`config.mk`:
```
export PLATFORM = sky130hd
export DESIGN_NAME = section_rva_translator_flat
export DESIGN_NICKNAME = d
export VERILOG_FILES = /design/src/srt_pkg.sv /design/src/srt_ifs.sv /design/src/srt_table.sv /design/src/srt_resolve.sv /design/src/section_rva_translator.sv /design/src/flat_wrapper.sv
export SDC_FILE = /design/constraint.sdc
export NUM_CORES = 2
export LEC_CHECK = 0
export BUFFER_PORTS_ARGS = -buffer_cell sky130_fd_sc_hd__buf_2
export CORE_MARGIN = 2
export CORE_UTILIZATION = 30
export DETAILED_ROUTE_END_ITERATION = 10
export SLEW_MARGIN = 25
export SYNTH_ARGS = -nofsm -noshare
export SYNTH_HDL_FRONTEND = slang
export SYNTH_SLANG_ARGS = --single-unit
export TNS_END_PERCENT = 30
```
`constraint.sdc`:
```
create_clock -name clk -period 11 [get_ports clk]
set_input_delay 0.55 -clock clk [delete_from_list [all_inputs] [get_ports clk]]
set_output_delay 0.55 -clock clk [all_outputs]
set_load 0.1 [all_outputs]
```
`src/srt_pkg.sv`:
```
// Shared constants, codes and types of the section address translator.
package srt_pkg;

	// Default number of section table entries.
	localparam int NUM_SECTIONS_DEF = 16;

	// Fixed field widths.
	localparam int ADDR_W  = 32;
	localparam int SLOT_W  = 4;
	localparam int COUNT_W = 5;

	// Codes carried by the mode field of a request beat.
	localparam logic MODE_LOAD  = 1'b0;
	localparam logic MODE_XLATE = 1'b1;

	// Result status codes.
	typedef enum logic [1:0] {
		ST_MAPPED   = 2'd0,
		ST_UNMAPPED = 2'd1,
		ST_OVERFLOW = 2'd2
	} status_t;

	// Write port of the section table: one entry with its precomputed range end.
	typedef struct packed {
		logic              en;
		logic [SLOT_W-1:0] slot;
		logic [ADDR_W-1:0] base;
		logic [ADDR_W:0]   lim;
		logic [ADDR_W-1:0] fstart;
	} tbl_wr_t;

	// A searched translation on its way to the offset adder.
	typedef struct packed {
		logic              valid;
		logic              found;
		logic [SLOT_W-1:0] entry;
		logic [ADDR_W-1:0] diff;
		logic [ADDR_W-1:0] fstart;
	} hit_t;

endpackage

```
`src/srt_ifs.sv`:
```
// Handshake channel interfaces of the section address translator.

// Request channel: section loads and address translations.
interface srt_in_if;
	logic                        valid;
	logic                        ready;
	logic                        mode;
	logic [srt_pkg::SLOT_W-1:0]  entry_index;
	logic [srt_pkg::ADDR_W-1:0]  section_base;
	logic [srt_pkg::ADDR_W-1:0]  section_virtual_size;
	logic [srt_pkg::ADDR_W-1:0]  section_raw_size;
	logic [srt_pkg::ADDR_W-1:0]  section_file_start;
	logic [srt_pkg::ADDR_W-1:0]  lookup_address;

	modport source (
		output valid, mode, entry_index, section_base, section_virtual_size,
		       section_raw_size, section_file_start, lookup_address,
		input  ready
	);
	modport sink (
		input  valid, mode, entry_index, section_base, section_virtual_size,
		       section_raw_size, section_file_start, lookup_address,
		output ready
	);
endinterface

// Response channel: one beat per translation.
interface srt_out_if;
	logic                        valid;
	logic                        ready;
	logic [1:0]                  status;
	logic [srt_pkg::ADDR_W-1:0]  file_position;
	logic [srt_pkg::SLOT_W-1:0]  matched_entry;

	modport source (
		output valid, status, file_position, matched_entry,
		input  ready
	);
	modport sink (
		input  valid, status, file_position, matched_entry,
		output ready
	);
endinterface

// Configuration write channel for the section count register.
interface srt_cfg_if;
	logic                        valid;
	logic                        ready;
	logic [srt_pkg::COUNT_W-1:0] search_count;

	modport source (
		output valid, search_count,
		input  ready
	);
	modport sink (
		input  valid, search_count,
		output ready
	);
endinterface

```
`src/srt_table.sv`:
```
// Section table storage with one range comparator lane per entry.
module srt_table #(
	parameter int NUM = srt_pkg::NUM_SECTIONS_DEF,
	localparam int IDX_W = (NUM > 1) ? $clog2(NUM) : 1
) (
	input  logic                        clk,
	input  srt_pkg::tbl_wr_t            wr,
	input  logic [srt_pkg::COUNT_W-1:0] count,
	input  logic [srt_pkg::ADDR_W-1:0]  addr,
	output logic [NUM-1:0]              hit,
	input  logic [IDX_W-1:0]            rd_idx,
	output logic [srt_pkg::ADDR_W-1:0]  rd_base,
	output logic [srt_pkg::ADDR_W-1:0]  rd_fstart
);
	import srt_pkg::*;

	logic [ADDR_W-1:0] base_q   [NUM];
	logic [ADDR_W:0]   lim_q    [NUM];
	logic [ADDR_W-1:0] fstart_q [NUM];

	// Entry write; slots beyond the table are dropped.
	always_ff @(posedge clk) begin
		if (wr.en && (int'(wr.slot) < NUM)) begin
			base_q[IDX_W'(wr.slot)]   <= wr.base;
			lim_q[IDX_W'(wr.slot)]    <= wr.lim;
			fstart_q[IDX_W'(wr.slot)] <= wr.fstart;
		end
	end

	// Each lane tests its own entry; lanes at or above the count stay quiet.
	for (genvar i = 0; i < NUM; i++) begin : g_lane
		assign hit[i] = (i < int'(count)) && (addr >= base_q[i]) &&
		                ({1'b0, addr} < lim_q[i]);
	end

	// Read of the chosen entry for the offset calculation.
	assign rd_base   = base_q[rd_idx];
	assign rd_fstart = fstart_q[rd_idx];

endmodule

```
`src/srt_resolve.sv`:
```
// Offset adder and output register stages of the section address translator.
module srt_resolve (
	input  logic                       clk,
	input  logic                       arst_n,
	input  srt_pkg::hit_t              in,
	output logic                       take,
	input  logic                       out_ready,
	output logic                       out_valid,
	output srt_pkg::status_t           status,
	output logic [srt_pkg::ADDR_W-1:0] file_position,
	output logic [srt_pkg::SLOT_W-1:0] matched_entry
);
	import srt_pkg::*;

	logic              v_s4;
	logic              found_s4;
	logic [SLOT_W-1:0] entry_s4;
	logic [ADDR_W-1:0] diff_s4;
	logic [ADDR_W-1:0] fstart_s4;
	logic              v_s5;
	logic              mv5;
	logic [ADDR_W:0]   sum;

	// Flow control: the output register frees up when its beat is taken.
	assign mv5  = !v_s5 || out_ready;
	assign take = !v_s4 || mv5;

	always_ff @(posedge clk or negedge arst_n) begin
		if (!arst_n) begin
			v_s4 <= 1'b0;
			v_s5 <= 1'b0;
		end else begin
			if (take) v_s4 <= in.valid;
			if (mv5) v_s5 <= v_s4;
		end
	end

	// Stage four holds the matched entry's file start and the address distance.
	always_ff @(posedge clk) begin
		if (take) begin
			found_s4  <= in.found;
			entry_s4  <= in.entry;
			diff_s4   <= in.diff;
			fstart_s4 <= in.fstart;
		end
	end

	// The offset is summed in 33 bits so that a carry shows an overflow.
	assign sum = {1'b0, fstart_s4} + {1'b0, diff_s4};

	always_ff @(posedge clk) begin
		if (mv5 && v_s4) begin
			matched_entry <= found_s4 ? entry_s4 : '0;
			if (!found_s4) begin
				status        <= ST_UNMAPPED;
				file_position <= '0;
			end else if (sum[ADDR_W]) begin
				status        <= ST_OVERFLOW;
				file_position <= '0;
			end else begin
				status        <= ST_MAPPED;
				file_position <= sum[ADDR_W-1:0];
			end
		end
	end

	assign out_valid = v_s5;

endmodule

```
`src/section_rva_translator.sv`:
```
// Top level of the section address translator: table search pipeline and control.
// A translation passes stages one to three and stage four before its response beat is valid.
// Throughput: one translation per cycle while the response side takes beats; a load holds in
// stage one until no translation remains in stages two and three.
// Reset clears all stage valid bits and sets the section count to zero; the table
// contents are undefined until loaded and no clearing pass runs.
module section_rva_translator #(
	parameter int NUM_SECTIONS = srt_pkg::NUM_SECTIONS_DEF
) (
	input  logic      clk,
	input  logic      arst_n,
	srt_cfg_if.sink   cfg,
	srt_in_if.sink    req,
	srt_out_if.source rsp
);
	import srt_pkg::*;

	localparam int IDX_W = (NUM_SECTIONS > 1) ? $clog2(NUM_SECTIONS) : 1;

	logic [COUNT_W-1:0]      count_q;

	logic                    v_s1;
	logic                    mode_s1;
	logic [SLOT_W-1:0]       slot_s1;
	logic [ADDR_W-1:0]       base_s1;
	logic [ADDR_W-1:0]       size_s1;
	logic [ADDR_W-1:0]       fstart_s1;
	logic [ADDR_W-1:0]       addr_s1;

	logic                    v_s2;
	logic [NUM_SECTIONS-1:0] hit_s2;
	logic [ADDR_W-1:0]       addr_s2;

	logic                    v_s3;
	logic                    found_s3;
	logic [IDX_W-1:0]        idx_s3;
	logic [ADDR_W-1:0]       addr_s3;

	logic [NUM_SECTIONS-1:0] hit;
	logic [NUM_SECTIONS-1:0] first_s2;
	logic [IDX_W-1:0]        idx_s2;
	logic [ADDR_W-1:0]       rd_base;
	logic [ADDR_W-1:0]       rd_fstart;
	logic                    load_ok;
	logic                    s1_go;
	logic                    acc2;
	logic                    acc3;
	logic                    take;
	tbl_wr_t                 wr;
	hit_t                    s3_out;
	status_t                 status;

	// Section count register.
	assign cfg.ready = 1'b1;

	always_ff @(posedge clk or negedge arst_n) begin
		if (!arst_n) begin
			count_q <= '0;
		end else if (cfg.valid && cfg.ready) begin
			count_q <= cfg.search_count;
		end
	end

	// Stage handshake: each stage accepts when empty or when it moves on.
	assign acc3    = !v_s3 || take;
	assign acc2    = !v_s2 || acc3;
	assign load_ok = !v_s2 && !v_s3;
	assign s1_go   = v_s1 && ((mode_s1 == MODE_LOAD) ? load_ok : acc2);
	assign req.ready = !v_s1 || s1_go;

	always_ff @(posedge clk or negedge arst_n) begin
		if (!arst_n) begin
			v_s1 <= 1'b0;
			v_s2 <= 1'b0;
			v_s3 <= 1'b0;
		end else begin
			if (req.ready) v_s1 <= req.valid;
			if (acc2) v_s2 <= v_s1 && (mode_s1 == MODE_XLATE);
			if (acc3) v_s3 <= v_s2;
		end
	end

	// Stage one: the request beat, with the larger of the two section sizes.
	always_ff @(posedge clk) begin
		if (req.ready) begin
			mode_s1   <= req.mode;
			slot_s1   <= req.entry_index;
			base_s1   <= req.section_base;
			size_s1   <= (req.section_virtual_size > req.section_raw_size) ?
			             req.section_virtual_size : req.section_raw_size;
			fstart_s1 <= req.section_file_start;
			addr_s1   <= req.lookup_address;
		end
	end

	// A load writes its entry as it leaves stage one.
	assign wr.en     = v_s1 && (mode_s1 == MODE_LOAD) && load_ok;
	assign wr.slot   = slot_s1;
	assign wr.base   = base_s1;
	assign wr.lim    = {1'b0, base_s1} + {1'b0, size_s1};
	assign wr.fstart = fstart_s1;

	srt_table #(
		.NUM (NUM_SECTIONS)
	) u_table (
		.clk       (clk),
		.wr        (wr),
		.count     (count_q),
		.addr      (addr_s1),
		.hit       (hit),
		.rd_idx    (idx_s3),
		.rd_base   (rd_base),
		.rd_fstart (rd_fstart)
	);

	// Stage two: the lane match vector.
	always_ff @(posedge clk) begin
		if (acc2) begin
			hit_s2  <= hit;
			addr_s2 <= addr_s1;
		end
	end

	// Lowest matching entry wins; isolate it and encode its index.
	assign first_s2 = hit_s2 & (~hit_s2 + NUM_SECTIONS'(1));

	always_comb begin
		idx_s2 = '0;
		for (int i = 0; i < NUM_SECTIONS; i++) begin
			if (first_s2[i]) idx_s2 = idx_s2 | IDX_W'(i);
		end
	end

	// Stage three: the chosen entry is read and its distance from the base taken.
	always_ff @(posedge clk) begin
		if (acc3) begin
			found_s3 <= |hit_s2;
			idx_s3   <= idx_s2;
			addr_s3  <= addr_s2;
		end
	end

	assign s3_out.valid  = v_s3;
	assign s3_out.found  = found_s3;
	assign s3_out.entry  = SLOT_W'(idx_s3);
	assign s3_out.diff   = addr_s3 - rd_base;
	assign s3_out.fstart = rd_fstart;

	srt_resolve u_resolve (
		.clk           (clk),
		.arst_n        (arst_n),
		.in            (s3_out),
		.take          (take),
		.out_ready     (rsp.ready),
		.out_valid     (rsp.valid),
		.status        (status),
		.file_position (rsp.file_position),
		.matched_entry (rsp.matched_entry)
	);

	assign rsp.status = status;

	// At most one entry is picked from the match vector.
	a_first_onehot: assert property (@(posedge clk) disable iff (!arst_n)
		v_s2 |-> $onehot0(first_s2) && ((|first_s2) == (|hit_s2)))
		else $error("priority pick is not one-hot");

	// Stage two only fills from a translation leaving stage one.
	a_s2_origin: assert property (@(posedge clk) disable iff (!arst_n)
		$rose(v_s2) |-> $past(v_s1 && (mode_s1 == MODE_XLATE)))
		else $error("stage two filled without a translation");

	// The table is never rewritten while a translation still reads it.
	a_no_write_hazard: assert property (@(posedge clk) disable iff (!arst_n)
		v_s3 && !take |=> !$past(wr.en) && $stable(idx_s3))
		else $error("table written under a waiting translation");

	// A held load cannot sit forever behind an empty search path.
	a_load_moves: assert property (@(posedge clk) disable iff (!arst_n)
		v_s1 && (mode_s1 == MODE_LOAD) && !v_s2 && !v_s3 |=> !v_s1 || req.ready)
		else $error("load stalled with no translation ahead");

endmodule

```
`src/flat_wrapper.sv`:
```
// flat-port wrapper written by rule: the top's interface ports become plain ports
module section_rva_translator_flat import srt_pkg::*;
#(
	parameter int NUM_SECTIONS = srt_pkg::NUM_SECTIONS_DEF
)
  (clk, arst_n, cfg_valid, cfg_search_count, cfg_ready, req_valid, req_mode, req_entry_index, req_section_base, req_section_virtual_size, req_section_raw_size, req_section_file_start, req_lookup_address, req_ready, rsp_valid, rsp_status, rsp_file_position, rsp_matched_entry, rsp_ready);
  srt_cfg_if cfg_i ();
  srt_in_if req_i ();
  srt_out_if rsp_i ();
  input  logic clk;
  input  logic arst_n;
  input wire logic [$bits(cfg_i.valid)-1:0] cfg_valid;
  input wire logic [$bits(cfg_i.search_count)-1:0] cfg_search_count;
  output wire logic [$bits(cfg_i.ready)-1:0] cfg_ready;
  input wire logic [$bits(req_i.valid)-1:0] req_valid;
  input wire logic [$bits(req_i.mode)-1:0] req_mode;
  input wire logic [$bits(req_i.entry_index)-1:0] req_entry_index;
  input wire logic [$bits(req_i.section_base)-1:0] req_section_base;
  input wire logic [$bits(req_i.section_virtual_size)-1:0] req_section_virtual_size;
  input wire logic [$bits(req_i.section_raw_size)-1:0] req_section_raw_size;
  input wire logic [$bits(req_i.section_file_start)-1:0] req_section_file_start;
  input wire logic [$bits(req_i.lookup_address)-1:0] req_lookup_address;
  output wire logic [$bits(req_i.ready)-1:0] req_ready;
  output wire logic [$bits(rsp_i.valid)-1:0] rsp_valid;
  output wire logic [$bits(rsp_i.status)-1:0] rsp_status;
  output wire logic [$bits(rsp_i.file_position)-1:0] rsp_file_position;
  output wire logic [$bits(rsp_i.matched_entry)-1:0] rsp_matched_entry;
  input wire logic [$bits(rsp_i.ready)-1:0] rsp_ready;
  assign cfg_i.valid = cfg_valid;
  assign cfg_i.search_count = cfg_search_count;
  assign cfg_ready = cfg_i.ready;
  assign req_i.valid = req_valid;
  assign req_i.mode = req_mode;
  assign req_i.entry_index = req_entry_index;
  assign req_i.section_base = req_section_base;
  assign req_i.section_virtual_size = req_section_virtual_size;
  assign req_i.section_raw_size = req_section_raw_size;
  assign req_i.section_file_start = req_section_file_start;
  assign req_i.lookup_address = req_lookup_address;
  assign req_ready = req_i.ready;
  assign rsp_valid = rsp_i.valid;
  assign rsp_status = rsp_i.status;
  assign rsp_file_position = rsp_i.file_position;
  assign rsp_matched_entry = rsp_i.matched_entry;
  assign rsp_i.ready = rsp_ready;
  section_rva_translator #(.NUM_SECTIONS(NUM_SECTIONS)) u_core (.clk(clk), .arst_n(arst_n), .cfg(cfg_i), .req(req_i), .rsp(rsp_i));
endmodule
```
==> out/results.ini <==
[logic_synthesis]
synthDistinctLibCells=85
synth_flop_cell=edfxtp_1
avgSynthCellArea_sq_um=14.4
synth-edff-count=1877
synth_cells=6701
yosysWarnings=0
netlist_area_sq_um=96200
synth-seq-cells=1887
synthesis.nets=8016
ys_async_sr_fraction_pct=0.530
ys_seq_area_share_pct=58.8

[critical_path]
path_buf_inv=4
worstPathCellList=buf_4 > buf_4 > buf_4 > mux4_2 > mux4_2 > inv_1 > ha_1 > a211o_1 > nor3b_1 > or4_1
cpPeakStageDelay_ns=0.84
critical_path_arrival_ns=6.14
critical_path_cell_count=10
crit_path_top_delay_cell=buf_4
end_kind=flip-flop
critPathKind=flip-flop to flip-flop
required_ns=11.63
critPathMostFrequentCell=buf_4
start_kind=flip-flop
cp_top_family=buffers and inverters
reg2reg_depth=10
cp_max_fo=60

[sta]
final-setup-viol-count=0
worst_pin_slew_ns=1.16
drv_slew=0
finalHoldViolCount=0
clock_skew_ns=0.0580
finalCritPeriodShare_pct=50.1
whs_ns=0.0649
rsz0062_at_grt=false
slew_headroom_pct=22.0
fin_crit_ns=5.51
finalWorstSetupSlack_ns=5.49
max_freq_mhz=182
finalSetupTns_ns=0

[cts]
insertion_delay_ns=0.90
cts_max_level=4
clock_sinks=1887
cts_tree=yes
clk_pin_slew_ns=0.06
clk_path_buf_depth=4
cts-root-buf=clkbuf_16
cts_buffers=211
post_cts_buffers=0

[floorplan]
die_height_um=570
num_rows=207
coreArea_sq_um=319000
start_util_pct=30.2
die-area_sq_um=325000
io_pins=216
die_w_um=570

[cells_and_area]
drive_gt1_share_pct=14.4
fin_cells=11686
final_cell_mix=edfxtp_1 (1,877), ha_1 (1,137), inv_1 (1,092)
layout_commonest_cell=edfxtp_1
nets=8639
syn2layout_area_growth_pct=16.6
fillCellCount=30329

[flow_run]
maxCapViolCount=0

[detailed_routing]
drt_iter0_markers=5500
antenna_left=0
drtPass1Iterations=6
vias=59777
drt_wl_total_um=287000
routed_via_density=5.12
wl_per_cell_um=24.5
drc=0

[placement]
portBuffers=214
pre_cts_ws_ns=5.46
dpl.cell_count=11118
place_congestion=0.896
hpwl_um=194000

[global_route]
grt.total_usage_pct=17.3
grt_overflow=0
first_global_vias=60857
antenna_found_initial=12
grt_max_degree=67
grt_pass1_wl_um=416000

[power_and_ir_drop]
power_density_nw_per_um2=207
p_leak_uw=0.0460
worst_ir_drop_vdd_mv=0.181

[run_status]
outcome=complete, no violations

[worst_hold_path]
hold_path_class=primary input to flip-flop
holdPathStages=2

[state kept, by name (all words and copies together), names as in the netlist, 16 cells and up]
signal                          flops
u_core.u_table.base_q             512
u_core.hit_s2                      16
u_core.u_resolve.fstart_s4         32
u_core.u_resolve.file_position     32
u_core.base_s1                     32
u_core.addr_s3                     32
u_core.addr_s2                     32
u_core.u_resolve.diff_s4           32
u_core.addr_s1                     32
u_core.u_table.fstart_q           512
u_core.u_table.lim_q              528
u_core.size_s1                     32
u_core.fstart_s1                   32
[repair_timing]
action                    4_1_cts  5_1_grt
hold buffers                  173        0
gates resized for setup         0        0
hold endpoints to repair      147        0
[worst reg2reg max path, cell delays in order, from the launching register on]
cell,delay (ns)
edfxtp_1,0.32
buf_4,0.64
buf_4,0.82
buf_4,0.93
mux4_2,0.62
mux4_2,0.51
inv_1,0.11
ha_1,0.32
a211o_1,0.34
nor3b_1,0.15
or4_1,0.50
[synth_stat cells (all sizes together), types with 6 or more instances]
master	number	area share [%]
inv	1092	4.3
a31oi	27	0.19
o2111ai	10	0.091
a211oi	60	0.47
nand4	162	1.1
and4	11	0.10
nor4	20	0.13
a21o	408	3.2
buf	38	0.20
nor2b	51	0.33
or4	8	0.062
a211o	20	0.18
a21boi	7	0.055
o22ai	8	0.052
o211ai	35	0.28
nand4b	15	0.14
mux4	320	7.5
xor2	28	0.25
o221ai	8	0.073
and2	10	0.065
ha	1137	15
o21a	30	0.23
nand2	107	0.42
o31ai	16	0.13
xnor2	45	0.41
nand2b	49	0.32
a41oi	10	0.099
a2111oi	31	0.29
o211a	6	0.062
nor2	195	0.76
o21bai	11	0.086
a21oi	347	1.8
nor3	52	0.27
nand3	50	0.26
dfrtp	10	0.26
edfxtp	1877	59
clkbuf	64	0.25
o21ai	182	0.96
mux2	37	0.43
a311oi	6	0.055
and3	23	0.15
or2	9	0.061
[cells by family (layout without fill, tap and decap cells)]
group	Yosys count	after routing	synth area share, %
fa+ha+maj	1140	1140	14.8
simple gates	779	779	4.25
compound gates	1269	1269	8.77
flops	1887	1887	58.8
xor+xnor	73	73	0.664
mux	358	358	7.93
buf+inv	1194	1995	4.71
other cells	1	5	0.00390
[where the power goes]
part / switching [uW] / internal (uW) / leakage, uW
sequential: 403 / 8910 / 0.0175
combinational: 4240 / 2520 / 0.0251
clock: 3040 / 4160 / 0.00340
total: 7680 / 15600 / 0.0460
[metal layers]
metal	track usage, %	wire length, um	up-vias
li1	-	-	26815
met1	23.0	124000	30559
met2	29.3	138000	1932
met3	1.88	14800	465
met4	5.87	10000	6
met5	0	41	-
[layout make-up]
| type | count | area, sq um | share of cell area (%) |
|---|---|---|---|
| Clock buffer | 254 | 5480 | 4.89 |
| Tap cell | 4180 | 5230 | 4.66 |
| Antenna cell | 4 | 10.0 | 0.00892 |
| Multi-Input combinational cell | 3620 | 35500 | 31.7 |
| Timing Repair Buffer | 512 | 3760 | 3.35 |
| Inverter | 1092 | 4100 | 3.65 |
| Sequential cell | 1887 | 56600 | 50.4 |
| Clock inverter | 137 | 1480 | 1.32 |
[final timing paths]
check	slack, ns	to	from
worst max-delay path	5.49	u_core.u_resolve.diff_s4[30]$_DFFE_PP_	u_core.idx_s3[1]$_SDFFCE_PP1P_
max in group asynchronous	10.57	u_core.u_resolve.v_s4$_DFFE_PN0P_	arst_n
worst max register to register	5.49	u_core.u_resolve.diff_s4[30]$_DFFE_PP_	u_core.idx_s3[1]$_SDFFCE_PP1P_
worst min register to register	0.41	u_core.addr_s3[18]$_DFFE_PP_	u_core.addr_s2[18]$_DFFE_PP_
worst min-delay path	0.06	u_core.size_s1[12]$_DFFE_PP_	req_section_virtual_size[12]
min in group asynchronous	0.13	u_core.u_resolve.out_valid$_DFFE_PN0N_	arst_n
[per-stage QoR]
stage | utilization, % | total power, uW | area (sq um)
global placement | 32.5 | 16000 | 103000
CTS | 35.2 | 23400 | 112000
detailed placement | 32.5 | 16200 | 103000
global route | 35.2 | 24300 | 112000
finish | 35.2 | 23300 | 112000
floorplan | - | 13900 | 96200
Power figures use the tool's default switching activity.
